File: src/rtl/fbpst_pkg.sv
package fbpst_pkg;

    localparam int PAGES    = 64;
    localparam int PG_W     = $clog2(PAGES);
    localparam int CNT_W    = PG_W + 1;
    localparam int GRP      = 8;
    localparam int NGRP     = PAGES / GRP;
    localparam int GRP_W    = $clog2(GRP);
    localparam int CREDIT_W = 24;
    localparam int ADDR_W   = 2;

    localparam logic [CREDIT_W-1:0] ERASE_BUDGET_RST = 24'd100000;
    localparam logic [ADDR_W-1:0]   REG_ERASE_BUDGET = 2'd0;

    typedef enum logic [2:0] {
        OP_WRITE      = 3'd0,
        OP_INVALIDATE = 3'd1,
        OP_ERASE      = 3'd2,
        OP_FIND       = 3'd3,
        OP_QUERY      = 3'd4
    } op_t;

    typedef enum logic [1:0] {
        PG_EMPTY   = 2'd0,
        PG_VALID   = 2'd1,
        PG_INVALID = 2'd2
    } page_t;

    typedef enum logic [1:0] {
        MODE_FREE     = 2'd0,
        MODE_ACTIVE   = 2'd1,
        MODE_INACTIVE = 2'd2
    } mode_t;

    typedef enum logic {
        ST_IDLE,
        ST_EXEC
    } state_t;

    typedef struct packed {
        logic load;
        logic commit;
    } dp_cmd_t;

endpackage

File: src/rtl/flash_block_page_state_tracker_top.sv
// Page state tracker for one 64-page flash erase block. Each command beat on the
// s_ channel (write, invalidate, erase, find next empty page, query) yields one result
// beat on the m_ channel carrying the status and the block counts, mode and erase
// credit after the command. A command is taken in the idle state and executed in the
// execute state that follows, where the empty-page search resolves from a registered
// per-group summary of eight pages each; the execute state waits while an earlier
// result is still unread. erase_budget sits at byte address 0 of the APB port;
// writing it also reloads the remaining erase credit. Write only while idle.
module flash_block_page_state_tracker_top (
    input  logic                              aclk,
    input  logic                              aresetn,
    input  logic                              s_tvalid,
    output logic                              s_tready,
    input  logic [7:0]                        s_tdata,  // page_index[5:0]
    input  logic [3:0]                        s_tuser,  // opcode[2:0], noop[3]
    output logic                              m_tvalid,
    input  logic                              m_tready,
    // status[0], block_status[2:1], valid_pages[9:3], invalid_pages[16:10],
    // erases_left[40:17], found_page[46:41], page_status[48:47]
    output logic [55:0]                       m_tdata,
    input  logic                              psel,
    input  logic                              penable,
    input  logic                              pwrite,
    input  logic [fbpst_pkg::ADDR_W-1:0]      paddr,
    input  logic [31:0]                       pwdata,
    output logic [31:0]                       prdata,
    output logic                              pready
);
    import fbpst_pkg::*;

    dp_cmd_t             cmd;
    logic                cfg_we;
    logic [CREDIT_W-1:0] budget;
    logic                out_status;
    mode_t               out_mode;
    logic [CNT_W-1:0]    out_valid_cnt, out_inval_cnt;
    logic [CREDIT_W-1:0] out_credit;
    logic [PG_W-1:0]     out_found;
    page_t               out_pstat;

    assign pready = 1'b1;
    assign cfg_we = psel & penable & pwrite & pready & (paddr == REG_ERASE_BUDGET);
    assign prdata = (paddr == REG_ERASE_BUDGET) ? {{(32-CREDIT_W){1'b0}}, budget} : '0;

    fbpst_ctrl u_ctrl (
        .aclk     (aclk),
        .aresetn  (aresetn),
        .s_tvalid (s_tvalid),
        .s_tready (s_tready),
        .m_tvalid (m_tvalid),
        .m_tready (m_tready),
        .cmd      (cmd)
    );

    fbpst_dp u_dp (
        .aclk          (aclk),
        .aresetn       (aresetn),
        .cmd           (cmd),
        .in_opcode     (op_t'(s_tuser[2:0])),
        .in_page       (s_tdata[PG_W-1:0]),
        .in_noop       (s_tuser[3]),
        .cfg_we        (cfg_we),
        .cfg_data      (pwdata[CREDIT_W-1:0]),
        .budget        (budget),
        .out_status    (out_status),
        .out_mode      (out_mode),
        .out_valid_cnt (out_valid_cnt),
        .out_inval_cnt (out_inval_cnt),
        .out_credit    (out_credit),
        .out_found     (out_found),
        .out_pstat     (out_pstat)
    );

    assign m_tdata = {7'd0, out_pstat, out_found, out_credit, out_inval_cnt,
                      out_valid_cnt, out_mode, out_status};

    a_one_in_flight: assert property (@(posedge aclk) disable iff (!aresetn)
        s_tvalid && s_tready |=> !s_tready)
        else $error("command taken while another is executing");

    a_count_sum: assert property (@(posedge aclk) disable iff (!aresetn)
        m_tvalid |-> ({1'b0, m_tdata[9:3]} + {1'b0, m_tdata[16:10]}) <= 8'(PAGES))
        else $error("valid plus invalid pages exceed block size");

    a_inactive_full: assert property (@(posedge aclk) disable iff (!aresetn)
        m_tvalid && (m_tdata[2:1] == MODE_INACTIVE) |-> m_tdata[16:10] == CNT_W'(PAGES))
        else $error("inactive block with pages not all invalid");

    a_free_empty: assert property (@(posedge aclk) disable iff (!aresetn)
        m_tvalid && (m_tdata[2:1] == MODE_FREE) |-> m_tdata[16:3] == '0)
        else $error("free block reports used pages");

endmodule

File: src/rtl/fbpst_ctrl.sv
module fbpst_ctrl (
    input  logic             aclk,
    input  logic             aresetn,
    input  logic             s_tvalid,
    output logic             s_tready,
    output logic             m_tvalid,
    input  logic             m_tready,
    output fbpst_pkg::dp_cmd_t cmd
);
    import fbpst_pkg::*;

    state_t state_reg, state_next;
    logic   out_valid_reg, out_valid_next;

    always_ff @(posedge aclk) begin
        if (!aresetn) begin
            state_reg     <= ST_IDLE;
            out_valid_reg <= 1'b0;
        end else begin
            state_reg     <= state_next;
            out_valid_reg <= out_valid_next;
        end
    end

    always_comb begin
        state_next     = state_reg;
        cmd.load       = 1'b0;
        cmd.commit     = 1'b0;
        s_tready       = 1'b0;
        out_valid_next = out_valid_reg & ~m_tready;
        unique case (state_reg)
            ST_IDLE: begin
                s_tready = 1'b1;
                if (s_tvalid) begin
                    cmd.load   = 1'b1;
                    state_next = ST_EXEC;
                end
            end
            ST_EXEC: begin
                // hold while the previous result still sits unread
                if (!out_valid_reg || m_tready) begin
                    cmd.commit     = 1'b1;
                    out_valid_next = 1'b1;
                    state_next     = ST_IDLE;
                end
            end
            default: state_next = ST_IDLE;
        endcase
    end

    assign m_tvalid = out_valid_reg;

endmodule

File: src/rtl/fbpst_dp.sv
module fbpst_dp (
    input  logic                               aclk,
    input  logic                               aresetn,
    input  fbpst_pkg::dp_cmd_t                 cmd,
    input  fbpst_pkg::op_t                     in_opcode,
    input  logic [fbpst_pkg::PG_W-1:0]         in_page,
    input  logic                               in_noop,
    input  logic                               cfg_we,
    input  logic [fbpst_pkg::CREDIT_W-1:0]     cfg_data,
    output logic [fbpst_pkg::CREDIT_W-1:0]     budget,
    output logic                               out_status,
    output fbpst_pkg::mode_t                   out_mode,
    output logic [fbpst_pkg::CNT_W-1:0]        out_valid_cnt,
    output logic [fbpst_pkg::CNT_W-1:0]        out_inval_cnt,
    output logic [fbpst_pkg::CREDIT_W-1:0]     out_credit,
    output logic [fbpst_pkg::PG_W-1:0]         out_found,
    output fbpst_pkg::page_t                   out_pstat
);
    import fbpst_pkg::*;

    op_t               op_reg;
    logic [PG_W-1:0]   pg_reg;
    logic              noop_reg;

    logic [PAGES-1:0]    vbits_reg, vbits_next;
    logic [PAGES-1:0]    ibits_reg, ibits_next;
    logic [CNT_W-1:0]    vcnt_reg, vcnt_next;
    logic [CNT_W-1:0]    icnt_reg, icnt_next;
    mode_t               mode_reg, mode_next;
    logic [CREDIT_W-1:0] credit_reg, credit_next;
    logic [CREDIT_W-1:0] budget_reg;
    logic [PG_W-1:0]     start_reg, start_next;

    logic [NGRP-1:0]             grp_hit_reg, grp_hit_next;
    logic [NGRP-1:0][GRP_W-1:0]  grp_idx_reg, grp_idx_next;
    logic [PAGES-1:0]            empty_mask;

    logic            st_next;
    logic [PG_W-1:0] found_next;
    page_t           pstat_next;
    logic            find_hit;
    logic [PG_W-1:0] find_pg;
    logic            pg_valid, pg_inval;

    logic              status_reg;
    mode_t             omode_reg;
    logic [CNT_W-1:0]  ovcnt_reg, oicnt_reg;
    logic [CREDIT_W-1:0] ocredit_reg;
    logic [PG_W-1:0]   found_reg;
    page_t             pstat_reg;

    // first search stage: per-group hit and lowest empty page in the group
    always_comb begin
        empty_mask = ~(vbits_reg | ibits_reg) & ({PAGES{1'b1}} << start_reg);
        for (int g = 0; g < NGRP; g++) begin
            grp_hit_next[g] = |empty_mask[g*GRP +: GRP];
            grp_idx_next[g] = '0;
            for (int b = GRP - 1; b >= 0; b--) begin
                if (empty_mask[g*GRP + b]) begin
                    grp_idx_next[g] = GRP_W'(b);
                end
            end
        end
    end

    // second search stage: first group with a hit
    always_comb begin
        find_hit = 1'b0;
        find_pg  = '0;
        for (int g = NGRP - 1; g >= 0; g--) begin
            if (grp_hit_reg[g]) begin
                find_hit = 1'b1;
                find_pg  = PG_W'(g * GRP + int'(grp_idx_reg[g]));
            end
        end
    end

    assign pg_valid = vbits_reg[pg_reg];
    assign pg_inval = ibits_reg[pg_reg];

    always_comb begin
        vbits_next  = vbits_reg;
        ibits_next  = ibits_reg;
        vcnt_next   = vcnt_reg;
        icnt_next   = icnt_reg;
        mode_next   = mode_reg;
        credit_next = credit_reg;
        start_next  = start_reg;
        st_next     = 1'b0;
        found_next  = '0;
        pstat_next  = PG_EMPTY;
        unique case (op_reg)
            OP_WRITE: begin
                if (!noop_reg) begin
                    if (pg_valid || pg_inval) begin
                        st_next = 1'b1;
                    end else begin
                        vbits_next[pg_reg] = 1'b1;
                        vcnt_next          = vcnt_reg + 1'b1;
                        mode_next          = MODE_ACTIVE;
                    end
                end
            end
            OP_INVALIDATE: begin
                if (!pg_inval) begin
                    if (pg_valid) begin
                        vbits_next[pg_reg] = 1'b0;
                        vcnt_next          = vcnt_reg - 1'b1;
                    end
                    ibits_next[pg_reg] = 1'b1;
                    icnt_next          = icnt_reg + 1'b1;
                    mode_next = (icnt_next >= CNT_W'(PAGES)) ? MODE_INACTIVE : MODE_ACTIVE;
                end
            end
            OP_ERASE: begin
                if (!noop_reg) begin
                    if (credit_reg == '0) begin
                        st_next = 1'b1;
                    end else begin
                        vbits_next  = '0;
                        ibits_next  = '0;
                        vcnt_next   = '0;
                        icnt_next   = '0;
                        mode_next   = MODE_FREE;
                        start_next  = '0;
                        credit_next = credit_reg - 1'b1;
                    end
                end
            end
            OP_FIND: begin
                if (find_hit) begin
                    start_next = find_pg;
                    found_next = find_pg;
                end else begin
                    st_next = 1'b1;
                end
            end
            OP_QUERY: begin
                if (pg_inval) begin
                    pstat_next = PG_INVALID;
                end else if (pg_valid) begin
                    pstat_next = PG_VALID;
                end
            end
            default: ;
        endcase
    end

    always_ff @(posedge aclk) begin
        if (!aresetn) begin
            vbits_reg   <= '0;
            ibits_reg   <= '0;
            vcnt_reg    <= '0;
            icnt_reg    <= '0;
            mode_reg    <= MODE_FREE;
            credit_reg  <= ERASE_BUDGET_RST;
            budget_reg  <= ERASE_BUDGET_RST;
            start_reg   <= '0;
            grp_hit_reg <= '0;
        end else begin
            grp_hit_reg <= grp_hit_next;
            if (cfg_we) begin
                budget_reg <= cfg_data;
                credit_reg <= cfg_data;
            end else if (cmd.commit) begin
                credit_reg <= credit_next;
            end
            if (cmd.commit) begin
                vbits_reg <= vbits_next;
                ibits_reg <= ibits_next;
                vcnt_reg  <= vcnt_next;
                icnt_reg  <= icnt_next;
                mode_reg  <= mode_next;
                start_reg <= start_next;
            end
        end
    end

    always_ff @(posedge aclk) begin
        grp_idx_reg <= grp_idx_next;
        if (cmd.load) begin
            op_reg   <= in_opcode;
            pg_reg   <= in_page;
            noop_reg <= in_noop;
        end
        if (cmd.commit) begin
            status_reg  <= st_next;
            omode_reg   <= mode_next;
            ovcnt_reg   <= vcnt_next;
            oicnt_reg   <= icnt_next;
            ocredit_reg <= credit_next;
            found_reg   <= found_next;
            pstat_reg   <= pstat_next;
        end
    end

    assign budget        = budget_reg;
    assign out_status    = status_reg;
    assign out_mode      = omode_reg;
    assign out_valid_cnt = ovcnt_reg;
    assign out_inval_cnt = oicnt_reg;
    assign out_credit    = ocredit_reg;
    assign out_found     = found_reg;
    assign out_pstat     = pstat_reg;

endmodule
File: config.mk
export PLATFORM = sky130hd
export DESIGN_NAME = flash_block_page_state_tracker_top
export DESIGN_NICKNAME = d
export VERILOG_FILES = /design/src/rtl/fbpst_pkg.sv /design/src/rtl/flash_block_page_state_tracker_top.sv /design/src/rtl/fbpst_ctrl.sv /design/src/rtl/fbpst_dp.sv
export SDC_FILE = /design/constraint.sdc
export NUM_CORES = 1
export LEC_CHECK = 0
export BUFFER_PORTS_ARGS = -buffer_cell sky130_fd_sc_hd__buf_2
export CAP_MARGIN = 10
export CORE_ASPECT_RATIO = 1.2
export CORE_MARGIN = 5
export CORE_UTILIZATION = 50
export CTS_BUF_LIST = sky130_fd_sc_hd__clkbuf_2 sky130_fd_sc_hd__clkbuf_4 sky130_fd_sc_hd__clkbuf_8
export CTS_CLUSTER_SIZE = 24
export DETAILED_ROUTE_END_ITERATION = 10
export HOLD_SLACK_MARGIN = 0.06
export PLACE_DENSITY = 0.69
export SYNTH_ARGS = -nofsm -noshare
export SYNTH_HDL_FRONTEND = slang
export SYNTH_SLANG_ARGS = --single-unit
File: constraint.sdc
create_clock -name aclk -period 4.7 [get_ports aclk]
set_clock_uncertainty 0.2 [all_clocks]
set_input_delay 0.94 -clock aclk [delete_from_list [all_inputs] [get_ports aclk]]
set_output_delay 0.94 -clock aclk [all_outputs]
set_load 0.02 [all_outputs]
==> metrics.txt, run 1 <==
status=complete, no violations; yosys warns=0; flops & latches, synth=291; CTS Sinks=291; Die Wd=169 um; antenna violations before repair=0; Final Net Count=1941; Overflow after GRT=0; Core Rows=69; fmax=0.222 GHz; Routed WL=47900 um; number of fill cells=2750; syn avg cell area=8.39 um^2; Post-synth EDFFs=59; Setup TNS=0 ns; Slew headroom=0.143; required time worst endpoint=4.94 ns; largest net degree at the start of global routing=77; hpwl dp=32800 um; crit end category=flop; postcts setup bufs=0; post-route ant nets=0; H-Tree Depth=2; Placed Area=15900 um^2; drt initial violations=1490; post-cts resize count=0; Die ar.=33900 um^2; kind of critical path=flop to flop; CTS tree=yes; maximum VDD drop=0.000224 V; sequential element share of the synthesized area=0.423; top cell type's share of synthesized area=0.307; Die H=201 um; Leak=6.23 nW; Top FF cell, synth=dfxtp_1; Synth cell types=84; n_diodes=0; Design Area, Final=16900 um^2; clk slew on worst S/H paths=0.06 ns; crit share post-route=0.960; worst min-delay path class=flop to flop; total I/O pin count=144; CP max stage delay=1.03 ns; WL per Instance=20.7 um; Core Region=29800 um^2; final non-filler cell total=2313; Util after Layout=0.568; CP delay by family, top=simple AND/OR/NAND/NOR gates; unrepaired setup endpoints after global routing=false; first drt pass iteration count=6; # setup viols final=0; GR Util All Layers=0.275; clock latency at the later pin of the worst-skew pair=0.59 ns; ys async rst share=0; Layout area overhead=11.7%; Area contributors post-synth=dfxtp_1 31%, edfxtp_1 12%, nand2_1 8.2%; area leader, netlist=dfxtp_1; Final Hold Violating Endpoints=0; share of cells above drive strength 1=0.179; vias per cell=6.16; PortBufs=117; first-pass GRT wire length=75300 um; Mapped Cells=1807; Cell Pwr Density=325 nW/um^2; Worst path slowest cell=nor2_1; # hold bufs at CTS=0; Root Buffer=clkbuf_8; crit path max fanout=66; crit path cell chain=nor2_1, a221oi_1, o22ai_1, a22o_1, or4_1, a21oi_1, nor4_4, buf_12, o21ai_0; vias in the first global route=13600; Buf+Inv Stages, Crit Path=1; worst slew pin tran=1.28 ns; Final Critical Period=4.51 ns; Post-route DRC=0; placed insts=2224; Initial Utilization=0.509; Vias=14200; MaxCap Viol Count=0; Slew Limit Fails=0; gpl congestion=0.978; Critical Path Start Type=flop; CP arrival=4.75 ns; Max Root-Sink Buffers=3; CTS buffer count=48; post-synth design cell area=15200 um^2
==> cell families after synthesis <==
kind of cell | count (synthesis) | share of synthesized area
and+or+nand+nor | 762 | 0.242
AOI/OAI and AO/OA | 515 | 0.233
DFF | 291 | 0.423
buffers and inverters | 168 | 0.0553
xor gates and xnor gates | 44 | 0.0254
muxes | 21 | 0.0166
adders and majority gates | 4 | 0.00330
other | 2 | 0.000496
==> report_power, final <==
part	total (mW)	internal, mW	switching [mW]
logic	0.528	0.151	0.377
clock network	2.32	1.27	1.05
registers	2.65	2.60	0.0486
total	5.50	4.03	1.47
==> cell usage in the layout, fill, tap and decap left out, types with 15 or more instances in the layout <==
cell type	count
nand3_1	21
dfxtp_1	232
xnor2_1	24
clkbuf_8	54
nor2_1	126
o21a_1	68
nor3_1	40
and2_1	37
buf_2	116
conb_1	16
a21oi_1	79
o21ai_0	134
xor2_1	20
o21ai_2	60
a31oi_1	16
buf_4	42
a211oi_1	17
a221oi_1	41
inv_1	17
nand4_1	73
or3_1	15
nand2_1	330
edfxtp_1	59
nor4_1	21
==> synthesized netlist by cell type (all sizes together), types with 6 or more instances <==
cell type / count
o21a: 68
and3b: 6
a21oi: 79
or2: 13
a211oi: 17
nand3: 21
a2111oi: 8
nor3: 43
o21ai: 194
a21o: 6
clkbuf: 103
o22ai: 13
dfxtp: 232
nor2b: 15
a22o: 7
inv: 19
edfxtp: 59
nand4: 73
nor3b: 7
or4: 12
nor2: 127
buf: 46
mux2i: 9
a221oi: 41
or3: 15
xor2: 20
xnor2: 24
and2: 37
mux2: 10
nor4: 24
a31oi: 16
and3: 11
a211o: 10
nand2: 331
nand2b: 14
==> final cells by class <==
class                      count  area, um^2  share of cell area
multi-input combinational   1362        7980               0.471
sequential                   291        6420               0.379
timing repair buffer         162         976              0.0576
clock buffer                  67         841              0.0497
tap                          390         488              0.0288
clock inverter                22         163             0.00961
inverter                      19        71.3             0.00421
==> stage by stage <==
stage | power [mW] | worst slack [ns] | hold WS [ns]
after floorplan | 3.04 | 0.855 | 0.232
after global placement | 3.22 | 0.319 | 0.240
after detailed placement | 3.22 | 0.324 | 0.243
after CTS | 5.54 | 0.309 | 0.252
after global routing | 5.70 | 0.00636 | 0.274
final | 5.50 | 0.189 | 0.253
==> path summary, 6_finish.rpt <==
| path | cells past startpoint | slack, ns | end | start |
|---|---|---|---|---|
| min reg2reg | 2 | 0.25 | u_dp.budget[23] | u_dp.budget[23] |
| max reg2reg | 9 | 0.19 | u_dp.vbits_reg[8] | u_dp.pg_reg[1] |
| min | 2 | 0.25 | u_dp.budget[23] | u_dp.budget[23] |
| max | 9 | 0.19 | u_dp.vbits_reg[8] | u_dp.pg_reg[1] |
==> layer usage <==
layer,vias to the layer above,wire length (um),GRT usage
met3,175,3550,0.0463
met4,0,2900,0.148
met5,-,0,0
li1,6712,-,-
met1,6730,18700,0.335
met2,632,22800,0.461
==> tightest hold or removal path, stage by stage, from the launching register on <==
cell and delay [ns]:
dfxtp_1 0.30, nand2_1 0.05, a21oi_1 0.05
Power figures use the tool's default switching activity.
==> run 2, diff against run 1 <==
--- a/config.mk
+++ b/config.mk
@@ -15,6 +15,8 @@
 export DETAILED_ROUTE_END_ITERATION = 10
 export HOLD_SLACK_MARGIN = 0.06
 export PLACE_DENSITY = 0.69
+export RECOVER_POWER = 100
+export SKIP_CTS_REPAIR_TIMING = 1
 export SYNTH_ARGS = -nofsm -noshare
 export SYNTH_HDL_FRONTEND = slang
 export SYNTH_SLANG_ARGS = --single-unit
==> metrics.txt, run 2 (synthesis gave the netlist of run 1 again) <==
Core Region=29800 um^2; Initial Utilization=0.509; Layout area overhead=9.33%; first-pass GRT wire length=75300 um; MaxCap Viol Count=2; maximum VDD drop=0.000223 V; Final Critical Period=4.48 ns; Cell Pwr Density=331 nW/um^2; Die H=201 um; Overflow after GRT=0; GR Util All Layers=0.275; placed insts=2224; Total Power=5.48 mW; fmax=0.223 GHz; Post-route DRC=0; worst min-delay path class=flop to flop; crit path max fanout=66; clk slew on worst S/H paths=0.06 ns; gpl congestion=0.978; Root Buffer=clkbuf_8; CTS buffer count=48; met1 wire length=18800 um; CTS tree=yes; clock latency at the later pin of the worst-skew pair=0.59 ns; status=finished, violations left; first drt pass iteration count=6; # setup viols final=0; vias in the first global route=13600; failing checks=max-capacitance violations, max-slew violations; antenna violations before repair=0; hpwl dp=32800 um; Vias=14300; Leak=5.88 nW; Routed WL=48200 um; Critical Path Start Type=flop; Core Rows=69; most common cell after layout, fill and taps aside=nand2_1; n_diodes=0; CTS Sinks=291; Setup TNS=0 ns; unrepaired setup endpoints after global routing=false; Die ar.=33900 um^2; most frequent cells in the layout=331 x nand2_1, 232 x dfxtp_1, 190 x o21ai_0, 126 x nor2_1, 79 x a21oi_1; final non-filler cell total=2313; Final Net Count=1941; worst slew pin tran=1.94 ns; drt initial violations=1410; crit share post-route=0.953; kind of critical path=flop to flop; largest net degree at the start of global routing=77; vias per cell=6.17; top routing layer used=met4; Die Wd=169 um; met3 wire length=3650 um; total I/O pin count=144; Reg2Reg Depth=9; PortBufs=117; WL per Instance=20.8 um; Slew headroom=-0.295; post-route ant nets=0; required time worst endpoint=4.94 ns; CP arrival=4.72 ns; crit end category=flop; Final Hold Violating Endpoints=0; hold_ws=0.253 ns; Util after Layout=0.556; share of cells above drive strength 1=0.109; WL met2=22900 um; H-Tree Depth=2; Max Root-Sink Buffers=3; Hold Crit Depth=2; Slew Limit Fails=77
-- run 2: changes by cell type in the layout (fill, tap and decap cells not counted), sizes merged --
cell | before | now
buf | 162 | 89
clkbuf | 67 | 140
-- run 2: layer usage --
layer / vias up / track usage
met3: 179 / 0.0463
met1: 6757 / 0.335
met5: - / 0
met4: 0 / 0.148
li1: 6687 / -
met2: 650 / 0.461
-- run 2: critical path: stages (launching register included) --
cell and delay [ns]:
edfxtp_1 0.69, nor2_1 1.07, a221oi_1 0.24, o22ai_1 0.33, a22o_1 0.26, or4_1 0.45, a21oi_1 0.22, nor4_4 0.36
buf_12 0.32, o21ai_0 0.15
-- run 2: where the power goes --
part | internal (mW) | leakage [nW] | switching (mW) | total, mW
combinational | 0.137 | 2.92 | 0.373 | 0.510
clock | 1.27 | 0.529 | 1.05 | 2.32
sequential | 2.61 | 2.43 | 0.0496 | 2.66
total | 4.02 | 5.88 | 1.47 | 5.48
-- run 2: through the flow --
stage	worst slack, ns	area, um^2
finish	0.220	16600
global route	0.00658	16600
CTS	0.309	16900
detailed placement	0.324	15900
global placement	0.319	15900
floorplan	0.855	15200
-- run 2: layout make-up --
cell class	instances	area, um^2
sequential	291	6420
fill	2874	13200
inverter	19	71.3
clock buffer	67	841
timing repair buffer	162	841
tap	390	488
multi-input combinational	1362	7750
clock inverter	22	163
-- run 2: path summary, 6_finish.rpt --
check / startpoint / to / slack, ns
worst max-delay path: u_dp.pg_reg[2] / u_dp.vbits_reg[8] / 0.22
worst min-delay path: u_dp.budget[11] / u_dp.budget[11] / 0.25
worst max register to register: u_dp.pg_reg[2] / u_dp.vbits_reg[8] / 0.22
worst min register to register: u_dp.budget[11] / u_dp.budget[11] / 0.25
